File: config.mk
export PLATFORM = sky130hd
export DESIGN_NAME = swing_peak_valley_detector
export DESIGN_NICKNAME = d
export VERILOG_FILES = /design/src/rtl/spvd_pkg.sv /design/src/rtl/spvd_step.sv /design/src/rtl/swing_peak_valley_detector.sv
export SDC_FILE = /design/constraint.sdc
export NUM_CORES = 1
export LEC_CHECK = 0
export ABC_CLOCK_PERIOD_IN_PS = 10360
export BUFFER_PORTS_ARGS = -buffer_cell sky130_fd_sc_hd__buf_2
export CORE_MARGIN = 2
export CORE_UTILIZATION = 31
export DETAILED_ROUTE_END_ITERATION = 10
export SLEW_MARGIN = 20
export SYNTH_ARGS = -nofsm -noshare
export SYNTH_HDL_FRONTEND = slang
export SYNTH_SLANG_ARGS = --single-unit
File: constraint.sdc
create_clock -name clk -period 10.36 [get_ports clk]
set_clock_uncertainty 0.05 [all_clocks]
set_input_delay 2.072 -clock clk [delete_from_list [all_inputs] [get_ports clk]]
set_output_delay 2.072 -clock clk [all_outputs]
set_load 0.1 [all_outputs]
File: src/rtl/spvd_pkg.sv
// Package for the swing peak/valley detector: phase codes, state and result types.
package spvd_pkg;

	localparam logic [2:0] PH_SKIP      = 3'd0;
	localparam logic [2:0] PH_DECIDE    = 3'd1;
	localparam logic [2:0] PH_RISE      = 3'd2;
	localparam logic [2:0] PH_RISE_TAIL = 3'd3;
	localparam logic [2:0] PH_FALL      = 3'd4;
	localparam logic [2:0] PH_FALL_TAIL = 3'd5;

	localparam logic [15:0] SKIP_COUNT_RESET = 16'd1000;

	localparam logic CFG_SKIP_COUNT      = 1'b0;
	localparam logic CFG_SWING_THRESHOLD = 1'b1;

	typedef struct packed {
		logic [2:0]         phase;
		logic [15:0]        skip_cnt;
		logic [31:0]        anchor_time;
		logic signed [15:0] anchor_value;
		logic [31:0]        ext_time;
		logic signed [15:0] ext_value;
		logic [31:0]        tail_time;
		logic signed [15:0] tail_value;
	} spvd_state_t;

	typedef struct packed {
		logic               is_peak;
		logic [31:0]        left_time;
		logic signed [15:0] left_value;
		logic [31:0]        cusp_time;
		logic signed [15:0] cusp_value;
		logic [31:0]        right_time;
		logic signed [15:0] right_value;
		logic [15:0]        swing;
	} spvd_result_t;

endpackage

File: src/rtl/spvd_step.sv
// Next-state and segment report logic for one sample of the swing detector.
module spvd_step
	import spvd_pkg::*;
(
	input  spvd_state_t        st,
	input  logic [31:0]        t,
	input  logic signed [15:0] v,
	input  logic               last,
	input  logic [15:0]        skip_count,
	input  logic [15:0]        swing_threshold,
	output spvd_state_t        st_next,
	output spvd_result_t       res,
	output logic               res_hit
);

	logic               peak;
	logic signed [15:0] lo;
	logic signed [15:0] hi;
	logic signed [16:0] diff;
	logic [15:0]        swing;
	logic               big_enough;
	spvd_state_t        anc;
	spvd_state_t        nxt;
	logic               finish;

	// Swing of the segment held in the state, as it stands before this sample.
	always_comb begin
		peak = st.anchor_value <= st.ext_value;
		lo   = (st.anchor_value < st.tail_value) ? st.anchor_value : st.tail_value;
		hi   = (st.anchor_value > st.tail_value) ? st.anchor_value : st.tail_value;
		if (peak) begin
			diff = {st.ext_value[15], st.ext_value} - {lo[15], lo};
		end else begin
			diff = {hi[15], hi} - {st.ext_value[15], st.ext_value};
		end
		swing      = diff[16] ? 16'd0 : diff[15:0];
		big_enough = swing >= swing_threshold;
	end

	always_comb begin
		res.is_peak     = peak;
		res.left_time   = st.anchor_time;
		res.left_value  = st.anchor_value;
		res.cusp_time   = st.ext_time;
		res.cusp_value  = st.ext_value;
		res.right_time  = st.tail_time;
		res.right_value = st.tail_value;
		res.swing       = swing;
	end

	always_comb begin
		anc              = st;
		anc.phase        = PH_DECIDE;
		anc.anchor_time  = t;
		anc.anchor_value = v;
		anc.ext_time     = t;
		anc.ext_value    = v;
		anc.tail_time    = t;
		anc.tail_value   = v;
	end

	always_comb begin
		nxt    = st;
		finish = 1'b0;
		unique case (st.phase)
			PH_DECIDE: begin
				if (v >= st.anchor_value) begin
					nxt.phase = PH_RISE;
					if (v > st.ext_value) begin
						nxt.ext_time  = t;
						nxt.ext_value = v;
					end
				end else begin
					nxt.phase = PH_FALL;
					if (v < st.ext_value) begin
						nxt.ext_time  = t;
						nxt.ext_value = v;
					end
				end
			end
			PH_RISE: begin
				if (v >= st.anchor_value) begin
					if (v > st.ext_value) begin
						nxt.ext_time  = t;
						nxt.ext_value = v;
					end
				end else begin
					nxt.tail_time  = t;
					nxt.tail_value = v;
					nxt.phase      = PH_RISE_TAIL;
				end
			end
			PH_RISE_TAIL: begin
				if (v < st.tail_value) begin
					nxt.tail_time  = t;
					nxt.tail_value = v;
				end else if (v > st.tail_value) begin
					finish = 1'b1;
					nxt    = anc;
				end
			end
			PH_FALL: begin
				if (v <= st.anchor_value) begin
					if (v < st.ext_value) begin
						nxt.ext_time  = t;
						nxt.ext_value = v;
					end
				end else begin
					nxt.tail_time  = t;
					nxt.tail_value = v;
					nxt.phase      = PH_FALL_TAIL;
				end
			end
			PH_FALL_TAIL: begin
				if (v > st.tail_value) begin
					nxt.tail_time  = t;
					nxt.tail_value = v;
				end else if (v < st.tail_value) begin
					finish = 1'b1;
					nxt    = anc;
				end
			end
			default: begin
				// Skipping leading samples; unused phase codes behave the same way.
				if (st.skip_cnt >= skip_count) begin
					nxt = anc;
				end else begin
					nxt.skip_cnt = st.skip_cnt + 16'd1;
				end
			end
		endcase
	end

	assign res_hit = finish && big_enough;
	assign st_next = last ? '0 : nxt;

endmodule

File: src/rtl/swing_peak_valley_detector.sv
// Top level of the swing peak/valley detector: input stage, state and result register.
//
//  channel  handshake                    payload
//  sample   sample_valid/sample_ready    sample_time, sample_value, last_sample
//  result   result_valid/result_ready    is_peak, left/cusp/right time and value, swing
//  config   cfg_we                       cfg_index, cfg_data
//
// One sample beat is taken every cycle while the input stage can move; a sample is registered
// in the input stage, then its state update and any report are made when it advances, and a
// result is offered from the result register. The result register is the only stall point:
// while it holds an untaken result the staged sample waits, and sample_ready stays high
// as long as that stage can move. Reset clears the detector state and both valid flags;
// configuration resets to a skip count of 1000 and a swing threshold of zero.
module swing_peak_valley_detector
	import spvd_pkg::*;
(
	input  logic               clk,
	input  logic               arst_n,
	input  logic               cfg_we,
	input  logic               cfg_index,
	input  logic [15:0]        cfg_data,
	input  logic               sample_valid,
	output logic               sample_ready,
	input  logic [31:0]        sample_time,
	input  logic signed [15:0] sample_value,
	input  logic               last_sample,
	output logic               result_valid,
	input  logic               result_ready,
	output logic               is_peak,
	output logic [31:0]        left_time,
	output logic signed [15:0] left_value,
	output logic [31:0]        cusp_time,
	output logic signed [15:0] cusp_value,
	output logic [31:0]        right_time,
	output logic signed [15:0] right_value,
	output logic [15:0]        swing
);

	logic [15:0]        skip_count_q;
	logic [15:0]        swing_threshold_q;
	logic               valid_s1;
	logic [31:0]        time_s1;
	logic signed [15:0] value_s1;
	logic               last_s1;
	spvd_state_t        state_q;
	spvd_state_t        state_next;
	spvd_result_t       res;
	logic               res_hit;
	spvd_result_t       res_q;
	logic               res_valid_q;
	logic               advance;

	always_ff @(posedge clk or negedge arst_n) begin
		if (!arst_n) begin
			skip_count_q      <= SKIP_COUNT_RESET;
			swing_threshold_q <= '0;
		end else if (cfg_we) begin
			unique case (cfg_index)
				CFG_SKIP_COUNT:      skip_count_q      <= cfg_data;
				CFG_SWING_THRESHOLD: swing_threshold_q <= cfg_data;
				default:             ;
			endcase
		end
	end

	// The staged sample is processed once the result register is free or being emptied.
	assign advance      = valid_s1 && (!res_valid_q || result_ready);
	assign sample_ready = !valid_s1 || advance;

	always_ff @(posedge clk or negedge arst_n) begin
		if (!arst_n) begin
			valid_s1 <= 1'b0;
		end else if (sample_ready) begin
			valid_s1 <= sample_valid;
		end
	end

	always_ff @(posedge clk) begin
		if (sample_ready && sample_valid) begin
			time_s1  <= sample_time;
			value_s1 <= sample_value;
			last_s1  <= last_sample;
		end
	end

	spvd_step u_step (
		.st              (state_q),
		.t               (time_s1),
		.v               (value_s1),
		.last            (last_s1),
		.skip_count      (skip_count_q),
		.swing_threshold (swing_threshold_q),
		.st_next         (state_next),
		.res             (res),
		.res_hit         (res_hit)
	);

	always_ff @(posedge clk or negedge arst_n) begin
		if (!arst_n) begin
			state_q     <= '0;
			res_valid_q <= 1'b0;
		end else begin
			if (advance) begin
				state_q <= state_next;
			end
			if (advance) begin
				res_valid_q <= res_hit;
			end else if (result_ready) begin
				res_valid_q <= 1'b0;
			end
		end
	end

	always_ff @(posedge clk) begin
		if (advance && res_hit) begin
			res_q <= res;
		end
	end

	assign result_valid = res_valid_q;
	assign is_peak      = res_q.is_peak;
	assign left_time    = res_q.left_time;
	assign left_value   = res_q.left_value;
	assign cusp_time    = res_q.cusp_time;
	assign cusp_value   = res_q.cusp_value;
	assign right_time   = res_q.right_time;
	assign right_value  = res_q.right_value;
	assign swing        = res_q.swing;

endmodule

==> impl_metrics.yaml, run 1 <==
global_route:
  grt_antenna_before_repair: 1
  grt_max_degree: 79
  grt_pass1_wl_um: 83710
  grt_use_total_pct: 16.51
  grt_pass1_vias: 13410
  overflow: 0
synthesis:
  muxShareOfSynthArea_pct: 9.025
  synthFlopType: "edfxtp_1"
  ys_seq_area_share_pct: 57.32
  synth-simple-area-share_pct: 9.816
  synth_most_common_cell: "edfxtp_1"
  synth.area.top_cells: "edfxtp_1 (32%), dfrtp_1 (24%), ha_1 (9.2%), mux2_2 (4.7%), a221o_1 (2.3%)"
  syn_nets: 1721
  synth_edf_count: 210
  synth_top_area_share_pct: 32.15
  syn_inst: 1503
  synth_top_family_by_area: "simple AND/OR/NAND/NOR gates"
  ys_types: 74
  yosysWarningCount: 0
  async_flop_share_pct: 48.40
  netlist_area_um2: 19620
  syn_avg_cell_area_um2: 13.05
  post_synth_xor_area_fraction_pct: 1.429
  synth_fa_ha_area_share_pct: 9.453
  synth_area_leader_cell: "edfxtp_1"
  synth-seq-cells: 407
  yosys-top-cells-count: "edfxtp_1 (210), dfrtp_1 (191), ha_1 (145)"
  synth-compound-area-share_pct: 9.485
clock_tree:
  clock_latency_ns: 0.59
  cts_buffer_depth: 3
  cts_made_buffers: 46
  tritoncts: "done"
  clk_pin_slew_ns: 0.06
  cts-resized-gates: 0
  post_cts_buffers: 0
  clkSinkCount: 407
  htree_num_levels: 2
  root_buffer: "clkbuf_16"
  postCtsHoldBufs: 0
power:
  power_switching_mw: 3.567
  switching_share_pct: 42.91
  combPwrFrac_pct: 50.5
  internal-power_mw: 4.745
  vdd_ir_drop_max_uv: 175.1
  seq_power_share_pct: 29.3
  pwr-share-clk_pct: 20.2
  power_density_nw_per_um2: 356.8
  leakage_nw: 9.838
timing:
  fmax_ghz: 0.1176
  final.setup.tns_ns: 0
  holdWs_ns: 0.3787
  period_minus_slack_ns: 8.500
  slew_viol_final: 0
  worst_pin_slew_ns: 1.056
  setup_ws_ns: 1.860
  finalSetupViolCount: 0
  final-hold-violation-count: 0
  relSlewSlack_pct: 27.76
  finalCritPeriodShare_pct: 82.05
  rsz0062_at_grt: "no"
route:
  wl_per_cell_um: 20.70
  route.detailed.drc: 0
  first_pass_iters: 5
  vias_per_cell: 4.948
  postRouteAntennaNets: 0
  drt_wl_total_um: 54430
  dr_total_vias: 13010
  drtIter0Drc: 875
die:
  start_util_pct: 31.21
  die_y_um: 255.6
  io_pins: 234
  die_w_um: 255.6
  core_um2: 62850
  rows: 92
  fp.dieArea_um2: 65310
setup_path:
  path_buf_inv: 2
  worst_setup_path_start_kind: "flop"
  ff2ff_setup_slack_ns: 1.86
  required_ns: 10.58
  max_stage_delay_ns: 0.77
  arrival_ns: 8.72
  path_max_fanout: 63
  cp-end-kind: "flop"
  crit_path_top_delay_cell: "o21ai_2"
  critPathKind: "reg -> reg"
  path_delay_family: "compound AO/OA/AOI/OAI gates"
final_layout:
  final_cell_area_um2: 23290
  layout.area.seq_um2: 11240
  nFillCells: 6141
  final_cells: 2630
  syn_to_final_growth_pct: 18.75
  multi_input_area_um2: 7740
  nets: 1964
  n_antenna_cell: 0
  drive_gt1_share_pct: 25.06
placed_design:
  io_buffer_count: 233
  hpwl_um: 38350
  placed_area_um2: 21720
  gp_congestion: 0.9049
  numPlacedInstances: 2544
  place_ws_ns: 1.929
outcome:
  status: "complete, no violations"
job:
  cap_violations: 0
hold_path:
  holdCritPathClass: "reg -> reg"
-- power by group through the flow --
stage / registers [mW] / logic [mW] / clock network [mW]
finish: 2.43 / 4.20 / 1.68
global route: 2.48 / 4.60 / 1.79
CTS: 2.43 / 4.19 / 1.73
detailed placement: 2.46 / 4.17 / 0
global placement: 2.44 / 4.11 / 0
floorplan: 2.69 / 2.80 / 0
-- worst register-to-register path, delay by kind of cell, from the launching register on --
family,cells,cell delay [ns]
buf+inv,2,0.39
compound gates,19,4.82
simple gates,5,0.81
mux,1,0.42
fa+ha+maj,4,1.20
flops,1,0.40
-- placed cells by master, fill, tap and decap left out, types with 18 or more instances in the layout --
master	instances
buf_2	232
edfxtp_1	210
dfrtp_1	191
ha_1	145
inv_1	97
mux2_2	82
nor2_1	71
nand2_1	65
nor2b_1	64
a21oi_1	53
clkbuf_16	48
a221o_1	45
mux2i_1	40
o21ai_0	38
nor3_1	34
nor3b_1	33
a21o_1	24
xnor2_1	23
nand4_1	22
mux2_4	20
o21a_1	18
nand3_1	18
-- area by class of cell --
| cell class | count | area share, % |
|---|---|---|
| clock buffer | 66 | 5.704 |
| clock inverter | 20 | 1.058 |
| inverter | 97 | 1.563 |
| multi-input combinational | 946 | 33.23 |
| sequential | 407 | 48.27 |
| tap | 846 | 4.544 |
| timing repair buffer | 248 | 5.635 |
-- sequential cells by signal (all words and copies together), names as in the netlist, 32 cells and up --
| name | count |
|---|---|
| time_s1 | 32 |
| left_time | 32 |
| cusp_time | 32 |
| right_time | 32 |
| state_q | 163 |
-- cell families after synthesis --
group / count (synthesis)
flip-flops: 407
AND/OR/NAND/NOR: 359
XOR/XNOR: 32
adder cells (fa/ha/maj): 147
buffers and inverters: 150
AO/OA/AOI/OAI: 253
multiplexers: 155
-- path summary, 6_finish.rpt --
check                                    startpoint                 endpoint  depth (start not counted)
max                          state_q[1]$_DFFE_PN0P_   left_time[2]$_DFFE_PP_                         31
min                        state_q[117]$_DFFE_PN0P_   left_time[5]$_DFFE_PP_                          0
max reg2reg                  state_q[1]$_DFFE_PN0P_   left_time[2]$_DFFE_PP_                         31
min reg2reg                state_q[117]$_DFFE_PN0P_   left_time[5]$_DFFE_PP_                          0
max in group asynchronous                    arst_n  state_q[11]$_DFFE_PN0P_                          2
min in group asynchronous                    arst_n  state_q[33]$_DFFE_PN0P_                          1
-- routing by layer --
metal | part of all wire (%) | track usage (%) | up-vias | wire [µm]
met5 | 0.024 | 0 | - | 13
met4 | 2.2 | 4.451 | 2 | 1210
met3 | 4.1 | 2.535 | 87 | 2205
met2 | 49 | 28.26 | 329 | 26760
met1 | 45 | 21.76 | 6525 | 24240
li1 | - | - | 6071 | -
-- stage by stage --
stage / power [mW] / util (%)
final: 8.311 / 37.06
after global routing: 8.877 / 37.06
after CTS: 8.354 / 37.06
after detailed placement: 6.629 / 34.56
after global placement: 6.557 / 34.56
after floorplan: 5.489 / -
Note: power is estimated with default switching activity, not from simulation.
==> inputs of run 2 (changes only) <==
ABC_CLOCK_PERIOD_IN_PS = 6900   (was 10360)
clock period = 6.9 ns   (was 10.36 ns; I/O delays follow)
==> impl_metrics.yaml, run 2 (synthesis gave the netlist of run 1 again) <==
outcome:
  status: "complete, no violations"
final_layout:
  drive_gt1_share_pct: 29.98
  fin_util_pct: 38.81
  final_cell_mix: "buf_2 (232), edfxtp_1 (210), dfrtp_1 (191)"
  final_cells: 2711
  syn_to_final_growth_pct: 24.36
  final_common_cell: "buf_2"
  top_register: "state_q"
  nets: 2041
  largest_register_ffs: 163
global_route:
  grt_antenna_before_repair: 4
  grt_pass1_wl_um: 84940
  grt_max_degree: 72
  grt_use_total_pct: 16.91
  grt_pass1_vias: 13840
  overflow: 0
timing:
  holdWs_ns: 0.3907
  fmax_ghz: 0.1493
  finalSetupViolCount: 0
  finalCritPeriodShare_pct: 97.05
  worst_pin_slew_ns: 1.002
  relSlewSlack_pct: 33.21
  final-hold-violation-count: 0
  period_minus_slack_ns: 6.697
  slew_viol_final: 0
power:
  power_density_nw_per_um2: 563.8
  vdd_ir_drop_max_uv: 303.5
  p_total_mw: 13.75
  leakage_nw: 10.38
clock_tree:
  htree_num_levels: 2
  clk_pin_slew_ns: 0.06
  clkSinkCount: 407
  postCtsHoldBufs: 0
  cts_made_buffers: 46
  clock_latency_ns: 0.59
  tritoncts: "done"
  root_buffer: "clkbuf_16"
  cts_buffer_depth: 3
setup_path:
  cp-end-kind: "flop"
  critPathKind: "reg -> reg"
  arrival_ns: 6.98
  crit_path_top_delay_cell: "dfrtp_1"
  required_ns: 7.18
  worst_setup_path_start_kind: "flop"
  max_stage_delay_ns: 0.39
  path_max_fanout: 12
die:
  rows: 92
  core_um2: 62850
  die_y_um: 255.6
  fp.dieArea_um2: 65310
  io_pins: 234
  die_w_um: 255.6
  start_util_pct: 31.21
job:
  cap_violations: 0
route:
  drt_wl_total_um: 57010
  vias_per_cell: 4.947
  first_pass_iters: 5
  wl_per_cell_um: 21.03
  postRouteAntennaNets: 0
  drtIter0Drc: 764
  route.detailed.drc: 0
  dr_total_vias: 13410
placed_design:
  hpwl_um: 39830
  gp_congestion: 0.8904
  io_buffer_count: 233
  numPlacedInstances: 2602
hold_path:
  holdCritPathClass: "reg -> reg"
-- run 2: timing repair --
action                     CTS  global route
gates cloned                 0             8
resized for setup            1            28
buffers inserted             0            11
setup endpoints to repair   25           162
pin swaps                    0            12
-- run 2: path summary, 6_finish.rpt --
path / startpoint / end / slack, ns / cells past startpoint
max: state_q[1]$_DFFE_PN0P_ / right_value[9]$_DFFE_PP_ / 0.20 / 33
min: state_q[25]$_DFFE_PN0P_ / right_time[9]$_DFFE_PP_ / 0.39 / 0
max reg2reg: state_q[1]$_DFFE_PN0P_ / right_value[9]$_DFFE_PP_ / 0.20 / 33
min reg2reg: state_q[25]$_DFFE_PN0P_ / right_time[9]$_DFFE_PP_ / 0.39 / 0
max in group asynchronous: arst_n / state_q[140]$_DFFE_PN0P_ / 4.73 / 2
min in group asynchronous: arst_n / valid_s1$_DFFE_PN0N_ / 0.71 / 1
-- run 2: cell type report --
| type | count | area, µm² |
|---|---|---|
| clock buffers | 63 | 1349 |
| inverters | 97 | 364.1 |
| multi-input cells | 946 | 7973 |
| clock inverters | 23 | 316.6 |
| repair buffers | 325 | 2081 |
| well taps | 846 | 1059 |
| fillers | 6092 | 38460 |
| flip-flops and latches | 407 | 11240 |
| diodes | 4 | 10.01 |
-- run 2: metrics by stage --
stage	setup TNS [ns]	cell area, µm²	setup slack [ns]
final	0	24390	0.2035
after global placement	0	22280	0.01665
after floorplan	-33.16	19750	-0.2054
after CTS	-0.02692	23940	-0.008254
after global routing	-6.752	24390	-0.05923
after detailed placement	0	22280	0.02689
-- run 2: worst max-delay path: cells and delay by family (launching register included) --
| family | cells | cell delay, ns |
|---|---|---|
| AOI/OAI and AO/OA | 20 | 3.66 |
| adders and majority gates | 4 | 0.93 |
| buffers and inverters | 4 | 0.59 |
| and+or+nand+nor | 4 | 0.46 |
| DFF | 1 | 0.39 |
| muxes | 1 | 0.33 |
-- run 2: layer usage --
layer / wire length [µm] / share of wire [%] / track usage [%] / up-vias
li1: - / - / - / 6262
met1: 24880 / 44 / 21.63 / 6712
met2: 28110 / 49 / 28.88 / 335
met3: 2339 / 4.1 / 2.704 / 100
met4: 1669 / 2.9 / 6.173 / 2
met5: 7 / 0.012 / 0 / -
-- run 2: where the power goes --
group	total, mW	internal, mW	switching, mW
clock network	2.67	1.64	1.03
registers	3.61	3.25	0.359
logic	7.47	3.10	4.37
total	13.8	7.99	5.76
